`src/hw/rtl/assert_macros.svh`:
```
// ----------------------------------------------------------------------------
// Assertion macros
// Shared concurrent assertion wrappers, empty when SYNTHESIS is defined.
// ----------------------------------------------------------------------------
`ifndef ASSERT_MACROS_SVH
`define ASSERT_MACROS_SVH

`ifndef SYNTHESIS

`define ASSERT_ALWAYS(lbl, clk, rst_n, expr, msg) \
    lbl: assert property (@(posedge clk) disable iff (!rst_n) (expr)) else $error(msg);

`define ASSERT_IMPLIES(lbl, clk, rst_n, ante, cons, msg) \
    lbl: assert property (@(posedge clk) disable iff (!rst_n) (ante) |-> (cons)) \
        else $error(msg);

`else

`define ASSERT_ALWAYS(lbl, clk, rst_n, expr, msg)

`define ASSERT_IMPLIES(lbl, clk, rst_n, ante, cons, msg)

`endif

`endif

```
`src/hw/rtl/tfd_pkg.sv`:
```
// ----------------------------------------------------------------------------
// Telemetry frame deframer package
// Types, constants and register indexes shared by the deframer modules.
// ----------------------------------------------------------------------------
package tfd_pkg;

    localparam int BYTE_W      = 8;
    localparam int CFG_INDEX_W = 2;
    localparam int TFD_QUEUE_DEPTH = 4;

    localparam logic [BYTE_W-1:0] HEAD_VALUE_RESET    = 8'd170;
    localparam logic [BYTE_W-1:0] ADDRESS_VALUE_RESET = 8'd255;

    localparam logic [CFG_INDEX_W-1:0] REG_HEAD_VALUE    = 2'd0;
    localparam logic [CFG_INDEX_W-1:0] REG_ADDRESS_VALUE = 2'd1;

    typedef enum logic [2:0] {
        PH_HUNT,
        PH_HEAD,
        PH_FUNC,
        PH_LEN,
        PH_DATA,
        PH_SUMB,
        PH_ADDB
    } t_phase;

    typedef struct packed {
        logic [BYTE_W-1:0] head;
        logic [BYTE_W-1:0] data;
        logic              is_lock;
        logic              is_last;
        logic              ok;
    } t_op;

endpackage

```
`src/hw/rtl/tfd_front.sv`:
```
// ----------------------------------------------------------------------------
// Deframer front end
// Hunts for frame sync, tracks the frame phase and the running checks, and
// queues one operation for every byte that produces results.
// ----------------------------------------------------------------------------
module tfd_front
    import tfd_pkg::*;
(
    input  logic                   i_clk,
    input  logic                   i_rst_n,
    input  logic                   i_cfg_we,
    input  logic [CFG_INDEX_W-1:0] i_cfg_index,
    input  logic [BYTE_W-1:0]      i_cfg_data,
    input  logic                   i_in_valid,
    input  logic [BYTE_W-1:0]      i_in_byte,
    input  logic                   i_q_full,
    output logic                   o_in_stall,
    output logic                   o_push,
    output t_op                    o_op
);

    t_phase            r_phase, n_phase;
    logic [BYTE_W-1:0] r_head_value;
    logic [BYTE_W-1:0] r_address_value;
    logic [BYTE_W-1:0] r_run_sum, n_run_sum;
    logic [BYTE_W-1:0] r_run_sos, n_run_sos;
    logic [BYTE_W-1:0] r_bytes_left, n_bytes_left;
    logic [BYTE_W-1:0] r_received_sum, n_received_sum;
    logic              accept;
    logic [BYTE_W-1:0] lock_sum;

    assign o_in_stall = i_q_full;
    assign accept     = i_in_valid && !i_q_full;
    assign lock_sum   = r_head_value + i_in_byte;

    always_comb begin
        n_phase        = r_phase;
        n_run_sum      = r_run_sum;
        n_run_sos      = r_run_sos;
        n_bytes_left   = r_bytes_left;
        n_received_sum = r_received_sum;
        if (accept) begin
            case (r_phase)
                PH_HUNT: begin
                    if (i_in_byte == r_head_value) begin
                        n_phase = PH_HEAD;
                    end
                end
                PH_HEAD: begin
                    if (i_in_byte == r_address_value) begin
                        n_run_sum = lock_sum;
                        n_run_sos = r_head_value + lock_sum;
                        n_phase   = PH_FUNC;
                    end else if (i_in_byte == r_head_value) begin
                        n_phase = PH_HEAD;
                    end else begin
                        n_phase = PH_HUNT;
                    end
                end
                PH_FUNC: begin
                    n_run_sum = r_run_sum + i_in_byte;
                    n_run_sos = r_run_sos + n_run_sum;
                    n_phase   = PH_LEN;
                end
                PH_LEN: begin
                    n_run_sum    = r_run_sum + i_in_byte;
                    n_run_sos    = r_run_sos + n_run_sum;
                    n_bytes_left = i_in_byte;
                    n_phase      = (i_in_byte == '0) ? PH_SUMB : PH_DATA;
                end
                PH_DATA: begin
                    n_run_sum = r_run_sum + i_in_byte;
                    n_run_sos = r_run_sos + n_run_sum;
                    if (r_bytes_left != '0) begin
                        n_bytes_left = r_bytes_left - 1'b1;
                    end
                    if (r_bytes_left <= 8'd1) begin
                        n_phase = PH_SUMB;
                    end
                end
                PH_SUMB: begin
                    n_received_sum = i_in_byte;
                    n_phase        = PH_ADDB;
                end
                PH_ADDB: begin
                    n_phase = PH_HUNT;
                end
                default: begin
                    n_phase = PH_HUNT;
                end
            endcase
        end
    end

    always_comb begin
        o_push       = 1'b0;
        o_op.head    = r_head_value;
        o_op.data    = i_in_byte;
        o_op.is_lock = 1'b0;
        o_op.is_last = 1'b0;
        o_op.ok      = 1'b0;
        case (r_phase)
            PH_HUNT: begin
                o_push = 1'b0;
            end
            PH_HEAD: begin
                o_push       = accept && (i_in_byte == r_address_value);
                o_op.is_lock = 1'b1;
            end
            PH_ADDB: begin
                o_push       = accept;
                o_op.is_last = 1'b1;
                o_op.ok      = (r_received_sum == r_run_sum) && (i_in_byte == r_run_sos);
            end
            PH_FUNC, PH_LEN, PH_DATA, PH_SUMB: begin
                o_push = accept;
            end
            default: begin
                o_push = 1'b0;
            end
        endcase
    end

    always_ff @(posedge i_clk) begin
        if (!i_rst_n) begin
            r_phase         <= PH_HUNT;
            r_head_value    <= HEAD_VALUE_RESET;
            r_address_value <= ADDRESS_VALUE_RESET;
            r_run_sum       <= '0;
            r_run_sos       <= '0;
            r_bytes_left    <= '0;
            r_received_sum  <= '0;
        end else begin
            r_phase        <= n_phase;
            r_run_sum      <= n_run_sum;
            r_run_sos      <= n_run_sos;
            r_bytes_left   <= n_bytes_left;
            r_received_sum <= n_received_sum;
            if (i_cfg_we) begin
                case (i_cfg_index)
                    REG_HEAD_VALUE:    r_head_value    <= i_cfg_data;
                    REG_ADDRESS_VALUE: r_address_value <= i_cfg_data;
                    default: begin
                    end
                endcase
            end
        end
    end

endmodule

```
`src/hw/rtl/tfd_queue.sv`:
```
// ----------------------------------------------------------------------------
// Deframer operation queue
// Small first-in first-out store between the front end and the result stage.
// ----------------------------------------------------------------------------
`include "assert_macros.svh"

module tfd_queue
    import tfd_pkg::*;
#(
    parameter int DEPTH = TFD_QUEUE_DEPTH
)(
    input  logic i_clk,
    input  logic i_rst_n,
    input  logic i_push,
    input  t_op  i_op,
    input  logic i_pop,
    output logic o_full,
    output logic o_empty,
    output t_op  o_op
);

    localparam int PTR_W = (DEPTH > 1) ? $clog2(DEPTH) : 1;
    localparam int CNT_W = $clog2(DEPTH + 1);
    localparam logic [PTR_W-1:0] LAST_PTR = PTR_W'(DEPTH - 1);
    localparam logic [CNT_W-1:0] FULL_CNT = CNT_W'(DEPTH);

    t_op              r_mem [DEPTH];
    logic [PTR_W-1:0] r_wr_ptr, n_wr_ptr;
    logic [PTR_W-1:0] r_rd_ptr, n_rd_ptr;
    logic [CNT_W-1:0] r_count, n_count;

    assign o_full  = (r_count == FULL_CNT);
    assign o_empty = (r_count == '0);
    assign o_op    = r_mem[r_rd_ptr];

    always_comb begin
        n_wr_ptr = r_wr_ptr;
        n_rd_ptr = r_rd_ptr;
        n_count  = r_count;
        if (i_push) begin
            n_wr_ptr = (r_wr_ptr == LAST_PTR) ? '0 : r_wr_ptr + 1'b1;
        end
        if (i_pop) begin
            n_rd_ptr = (r_rd_ptr == LAST_PTR) ? '0 : r_rd_ptr + 1'b1;
        end
        if (i_push && !i_pop) begin
            n_count = r_count + 1'b1;
        end else if (i_pop && !i_push) begin
            n_count = r_count - 1'b1;
        end
    end

    always_ff @(posedge i_clk) begin
        if (i_push) begin
            r_mem[r_wr_ptr] <= i_op;
        end
    end

    always_ff @(posedge i_clk) begin
        if (!i_rst_n) begin
            r_wr_ptr <= '0;
            r_rd_ptr <= '0;
            r_count  <= '0;
        end else begin
            r_wr_ptr <= n_wr_ptr;
            r_rd_ptr <= n_rd_ptr;
            r_count  <= n_count;
        end
    end

    `ASSERT_ALWAYS(a_count_bound, i_clk, i_rst_n, r_count <= FULL_CNT, "queue count overflow")
    `ASSERT_IMPLIES(a_no_push_full, i_clk, i_rst_n, i_push, !o_full, "push into full queue")
    `ASSERT_IMPLIES(a_no_pop_empty, i_clk, i_rst_n, i_pop, !o_empty, "pop from empty queue")
    `ASSERT_IMPLIES(a_ptr_match, i_clk, i_rst_n, o_empty || o_full, r_wr_ptr == r_rd_ptr, "pointer mismatch")

endmodule

```
`src/hw/rtl/tfd_back.sv`:
```
// ----------------------------------------------------------------------------
// Deframer result stage
// Expands queued operations into result items held in an output register.
// ----------------------------------------------------------------------------
module tfd_back
    import tfd_pkg::*;
(
    input  logic              i_clk,
    input  logic              i_rst_n,
    input  logic              i_q_empty,
    input  t_op               i_op,
    output logic              o_pop,
    input  logic              i_out_stall,
    output logic              o_out_valid,
    output logic [BYTE_W-1:0] o_out_byte,
    output logic              o_is_first,
    output logic              o_is_last,
    output logic              o_frame_ok,
    output logic              o_run_last
);

    logic              r_valid;
    logic              r_half, n_half;
    logic [BYTE_W-1:0] r_byte, n_byte;
    logic              r_first, n_first;
    logic              r_last, n_last;
    logic              r_ok, n_ok;
    logic              r_run_last, n_run_last;
    logic              load;
    logic              head_part;

    assign load      = !r_valid || !i_out_stall;
    assign head_part = i_op.is_lock && !r_half;
    assign o_pop     = load && !i_q_empty && !head_part;

    always_comb begin
        n_half     = r_half;
        n_byte     = r_byte;
        n_first    = r_first;
        n_last     = r_last;
        n_ok       = r_ok;
        n_run_last = r_run_last;
        if (load && !i_q_empty) begin
            n_half = head_part;
            if (head_part) begin
                n_byte     = i_op.head;
                n_first    = 1'b1;
                n_last     = 1'b0;
                n_ok       = 1'b0;
                n_run_last = 1'b0;
            end else begin
                n_byte     = i_op.data;
                n_first    = 1'b0;
                n_last     = i_op.is_last;
                n_ok       = i_op.ok;
                n_run_last = 1'b1;
            end
        end
    end

    always_ff @(posedge i_clk) begin
        r_byte     <= n_byte;
        r_first    <= n_first;
        r_last     <= n_last;
        r_ok       <= n_ok;
        r_run_last <= n_run_last;
    end

    always_ff @(posedge i_clk) begin
        if (!i_rst_n) begin
            r_valid <= 1'b0;
            r_half  <= 1'b0;
        end else begin
            r_half <= n_half;
            if (load) begin
                r_valid <= !i_q_empty;
            end
        end
    end

    assign o_out_valid = r_valid;
    assign o_out_byte  = r_byte;
    assign o_is_first  = r_first;
    assign o_is_last   = r_last;
    assign o_frame_ok  = r_ok;
    assign o_run_last  = r_run_last;

endmodule

```
`src/hw/rtl/telemetry_frame_deframer_top.sv`:
```
// ----------------------------------------------------------------------------
// Telemetry frame deframer
// Byte-serial frame sync with sum and sum-of-sums check.
//
//   Channel  Direction  Handshake                 Payload
//   in       input      i_in_valid / o_in_stall   i_in_byte
//   out      output     o_out_valid / i_out_stall o_out_byte, o_is_first,
//                                                 o_is_last, o_frame_ok, o_run_last
//   cfg      input      i_cfg_we                  i_cfg_index, i_cfg_data
//
// One byte is accepted per cycle while the operation queue has room.
// The first result of a byte passes through the queue and then the output register.
// The locking byte yields two results: the head value, then the address byte.
// The input stalls only when the queue is full; the output register lets the
// queue keep filling while a result waits. Reset is synchronous and active low.
// ----------------------------------------------------------------------------
module telemetry_frame_deframer_top
    import tfd_pkg::*;
#(
    parameter int QUEUE_DEPTH = TFD_QUEUE_DEPTH
)(
    input  logic                   i_clk,
    input  logic                   i_rst_n,
    input  logic                   i_cfg_we,
    input  logic [CFG_INDEX_W-1:0] i_cfg_index,
    input  logic [BYTE_W-1:0]      i_cfg_data,
    input  logic                   i_in_valid,
    output logic                   o_in_stall,
    input  logic [BYTE_W-1:0]      i_in_byte,
    output logic                   o_out_valid,
    input  logic                   i_out_stall,
    output logic [BYTE_W-1:0]      o_out_byte,
    output logic                   o_is_first,
    output logic                   o_is_last,
    output logic                   o_frame_ok,
    output logic                   o_run_last
);

    logic q_full;
    logic q_empty;
    logic push;
    logic pop;
    t_op  push_op;
    t_op  head_op;

    tfd_front u_front (
        .i_clk       (i_clk),
        .i_rst_n     (i_rst_n),
        .i_cfg_we    (i_cfg_we),
        .i_cfg_index (i_cfg_index),
        .i_cfg_data  (i_cfg_data),
        .i_in_valid  (i_in_valid),
        .i_in_byte   (i_in_byte),
        .i_q_full    (q_full),
        .o_in_stall  (o_in_stall),
        .o_push      (push),
        .o_op        (push_op)
    );

    tfd_queue #(
        .DEPTH (QUEUE_DEPTH)
    ) u_queue (
        .i_clk   (i_clk),
        .i_rst_n (i_rst_n),
        .i_push  (push),
        .i_op    (push_op),
        .i_pop   (pop),
        .o_full  (q_full),
        .o_empty (q_empty),
        .o_op    (head_op)
    );

    tfd_back u_back (
        .i_clk       (i_clk),
        .i_rst_n     (i_rst_n),
        .i_q_empty   (q_empty),
        .i_op        (head_op),
        .o_pop       (pop),
        .i_out_stall (i_out_stall),
        .o_out_valid (o_out_valid),
        .o_out_byte  (o_out_byte),
        .o_is_first  (o_is_first),
        .o_is_last   (o_is_last),
        .o_frame_ok  (o_frame_ok),
        .o_run_last  (o_run_last)
    );

endmodule

```
`config.mk`:
```
export PLATFORM = sky130hd
export DESIGN_NAME = telemetry_frame_deframer_top
export DESIGN_NICKNAME = d
export VERILOG_FILES = /design/src/hw/rtl/tfd_pkg.sv /design/src/hw/rtl/tfd_front.sv /design/src/hw/rtl/tfd_queue.sv /design/src/hw/rtl/tfd_back.sv /design/src/hw/rtl/telemetry_frame_deframer_top.sv
export VERILOG_INCLUDE_DIRS = /design/src /design/src/hw/rtl
export SDC_FILE = /design/constraint.sdc
export NUM_CORES = 1
export LEC_CHECK = 0
export ABC_CLOCK_PERIOD_IN_PS = 3280
export BUFFER_PORTS_ARGS = -buffer_cell sky130_fd_sc_hd__buf_2
export CAP_MARGIN = 25
export CORE_UTILIZATION = 40
export CTS_BUF_LIST = sky130_fd_sc_hd__clkbuf_16
export CTS_CLUSTER_SIZE = 30
export DETAILED_ROUTE_END_ITERATION = 7
export HOLD_SLACK_MARGIN = 0.15
export PLACE_DENSITY_LB_ADDON = 0.1
export SLEW_MARGIN = 10
export SYNTH_ARGS = -nofsm -noshare
export SYNTH_HDL_FRONTEND = slang
export SYNTH_HIERARCHICAL = 1
export SYNTH_SLANG_ARGS = --single-unit
```
`constraint.sdc`:
```
create_clock -name i_clk -period 3.28 [get_ports i_clk]
set_clock_uncertainty 0.15 [all_clocks]
set_input_delay 0.164 -clock i_clk [delete_from_list [all_inputs] [get_ports i_clk]]
set_output_delay 0.164 -clock i_clk [all_outputs]
set_load 0.03 [all_outputs]
```
==> results.cfg <==
[status]
status = completed

[critical_path]
cpMostUsedCell = ha_1
worst_path_max_delay_cell = dlygate4sd3_1
crit_family = compound AO/OA/AOI/OAI gates
r2r_slack_ps = 190
path_cells = dlygate4sd3_1, buf_6, ha_1, a21o_1, a21oi_2, xnor2_2, ha_1, o21ai_2, o21bai_1, or3_1, a31oi_2, xor2_1, mux2i_1, o2111a_1
cp-start-kind = input port
worst-path-max-fanout = 8
end_kind = flop
cp_num_cells = 14
setup.worst_path.start = i_in_byte[1]
path_class = in -> reg
crit_buf_inv = 2
reg2reg_depth = 10
r2r_start = u_front/r_run_sum[0]
endpoint = u_front/r_run_sos[7]
required_ps = 3510
slowest_delay_ps = 540
worstReg2RegEnd = u_front/r_run_sos[7]
crit_arrival_ps = 3350

[timing]
hold_viol = 0
fmax_mhz = 320
setup_tns_ps = 0
setup_violations = 0
fin_ws_ps = 154
timing.hold.ws_ps = 180
worst_slew_pin_slew_ps = 830
maxSlewViolCount = 0
fin_crit_sh_pct = 95.3
period_minus_slack_ps = 3130
relSlewSlack_pct = 44.6

[clock_network]
cts_buffers = 17
cts_tree = done
htree_levels = 4
cts.reportedPaths.clkPinSlew_ps = 70
clk_latency_ps = 430
root_buffer = clkbuf_16
clockBufferDepth = 2
cts.sinks = 150

[floorplan]
die_x_um = 140
ios = 37
core_area_um2 = 18600
die_h_um = 140
initial_core_util_pct = 40.8
rows = 50
die-area_um2 = 19600

[grt]
grt_pass1_wl_um = 28900
grt_max_degree = 31
grt_pass1_vias = 5224
antenna_found_initial = 0
grtUsageTotal_pct = 19.8
grt-ovfl-total = 0

[yosys]
synthesis.area_um2 = 7600
yosys_register_bits = 150
async_flop_share_pct = 0
yosysTopAreaCellShare_pct = 34.7
syn_nets = 701
synth_cell_types = 61
synth.avg_cell_area_um2 = 12.0
synth.area.top_cells = edfxtp_1 35%, dfxtp_1 16%, ha_1 6.3%, xnor2_1 4.7%, mux4_1 3.1%
ys.flop_type = edfxtp_1
postSynthCellCount = 635
yosys.area.top_type = edfxtp_1
synth-edff-count = 88
yosys_warnings = 6
yosysSeqAreaShare_pct = 51.1

[route]
ant_nets = 0
via_per_inst = 5.35
first_pass_iters = 5
wl_per_cell_um = 18.8
drt_iter0_markers = 298
wl_um = 18200
drc = 0
vias = 5187

[placement]
placed_cells = 901
place_congestion = 0.853
port_buffers = 36
post-dp-hpwl_um = 12400
pre_cts_ws_ps = 9.36
placed_area_um2 = 8090

[layout]
stdcell_area_um2 = 9160
synthToLayoutAreaGrowth_pct = 20.4
finalNetCount = 788
regArea_um2 = 3880
utilization_pct = 49.1
fillCellCount = 1684
diodes = 0
final-instance-count-excl-fill = 969
final_layout_size_suffix_gt1_share_pct = 19.2
multi_input_area_um2 = 3530

[power_and_ir_drop]
ir_drop_mv = 0.354
power.total_mw = 4.44
leakage_nw = 3.44
power_density_nw_per_um2 = 485

[hold_path]
hold_class = in -> reg

[job]
maxCapViolCount = 0
-- metal layers --
layer	vias up	wire length (µm)	GRT usage, %
met2	101	8910	32.9
met4	0	316	6.19
li1	2509	-	-
met3	23	563	4.23
met1	2554	8380	25.7
met5	-	0	0
-- worst register-to-register path: cells and delay by family, from the launching register on --
kind                       cells  cell delay, ps
AOI/OAI and AO/OA              4             770
and+or+nand+nor                1             330
muxes                          1             230
adders and majority gates      3            1000
xor gates and xnor gates       1             220
DFF                            1             350
-- logic make-up after synthesis --
group / Yosys count / synth area share, %
buffers and inverters: 51 / 3.72
adder cells (fa/ha/maj): 43 / 7.57
flip-flops: 150 / 51.1
AO/OA/AOI/OAI: 118 / 10.2
multiplexers: 48 / 10.3
XOR/XNOR: 52 / 6.19
AND/OR/NAND/NOR: 173 / 11.0
-- state kept, by name, indices dropped and copies added (netlist names), 2 cells and up, named ones only --
register / flops
u_front/r_address_value: 8
u_front/r_head_value: 8
u_front/r_run_sos: 8
u_front/r_phase: 3
u_queue/r_rd_ptr: 2
u_front/r_received_sum: 8
u_front/r_run_sum: 8
u_queue/r_wr_ptr: 2
u_queue/r_count: 3
u_front/r_bytes_left: 8
u_queue/r_mem: 76
u_back/o_out_byte: 8
-- worst min-delay path by stage --
stage | depth (start not counted) | start | to | slack [ps]
2_1_floorplan | 1 | i_rst_n | u_queue/r_count[0] | 140
3_3_place_gp | 3 | i_cfg_data[7] | u_front/r_address_value[7] | 250
3_5_place_dp | 3 | i_cfg_data[2] | u_front/r_address_value[2] | 240
4_1_cts | 5 | i_in_valid | u_front/r_phase[2] | 160
5_1_grt | 5 | i_in_valid | u_front/r_phase[2] | 190
6_report | 5 | i_in_valid | u_front/r_phase[2] | 180
-- power breakdown --
group	switching [mW]	internal, mW	leakage, nW
Combinational	0.230	0.181	1.85
Clock	0.856	1.15	0.293
Sequential	0.0138	2.00	1.30
-- layout by cell type (no fill, tap or decap), types with 21 or more instances in the layout --
cell            n
dlygate4sd3_1  34
nor2_1         46
mux2i_1        21
dfxtp_1        61
ha_1           35
nand2_1        53
o21ai_0        24
edfxtp_1       88
a21oi_1        32
buf_4          31
buf_2          33
xnor2_1        40
-- layout make-up --
cell class | instances | area share, %
Sequential cell | 150 | 42.4
Multi-Input combinational cell | 434 | 38.5
Timing Repair Buffer | 102 | 8.51
Clock buffer | 17 | 4.65
Tap cell | 234 | 3.20
Clock inverter | 15 | 1.98
Inverter | 17 | 0.697
-- Yosys cell counts, types with 9 or more instances --
cell type,count
edfxtp_1,88
dfxtp_1,62
nand2_1,53
nor2_1,47
xnor2_1,41
ha_1,38
a21oi_1,36
o21ai_0,25
mux2i_1,21
inv_1,17
nand3_1,14
clkbuf_1,12
a21o_1,11
buf_4,10
mux4_2,10
xor2_1,10
mux4_1,9
nor3_1,9
-- timing repair --
action	in CTS	in global routing
buffers inserted	0	2
hold endpoints to repair	72	0
hold buffers	34	0
pin swaps	0	9
endpoints found under the setup margin	1	2
gates resized for setup	1	22
Note: power is estimated with default switching activity, not from simulation.
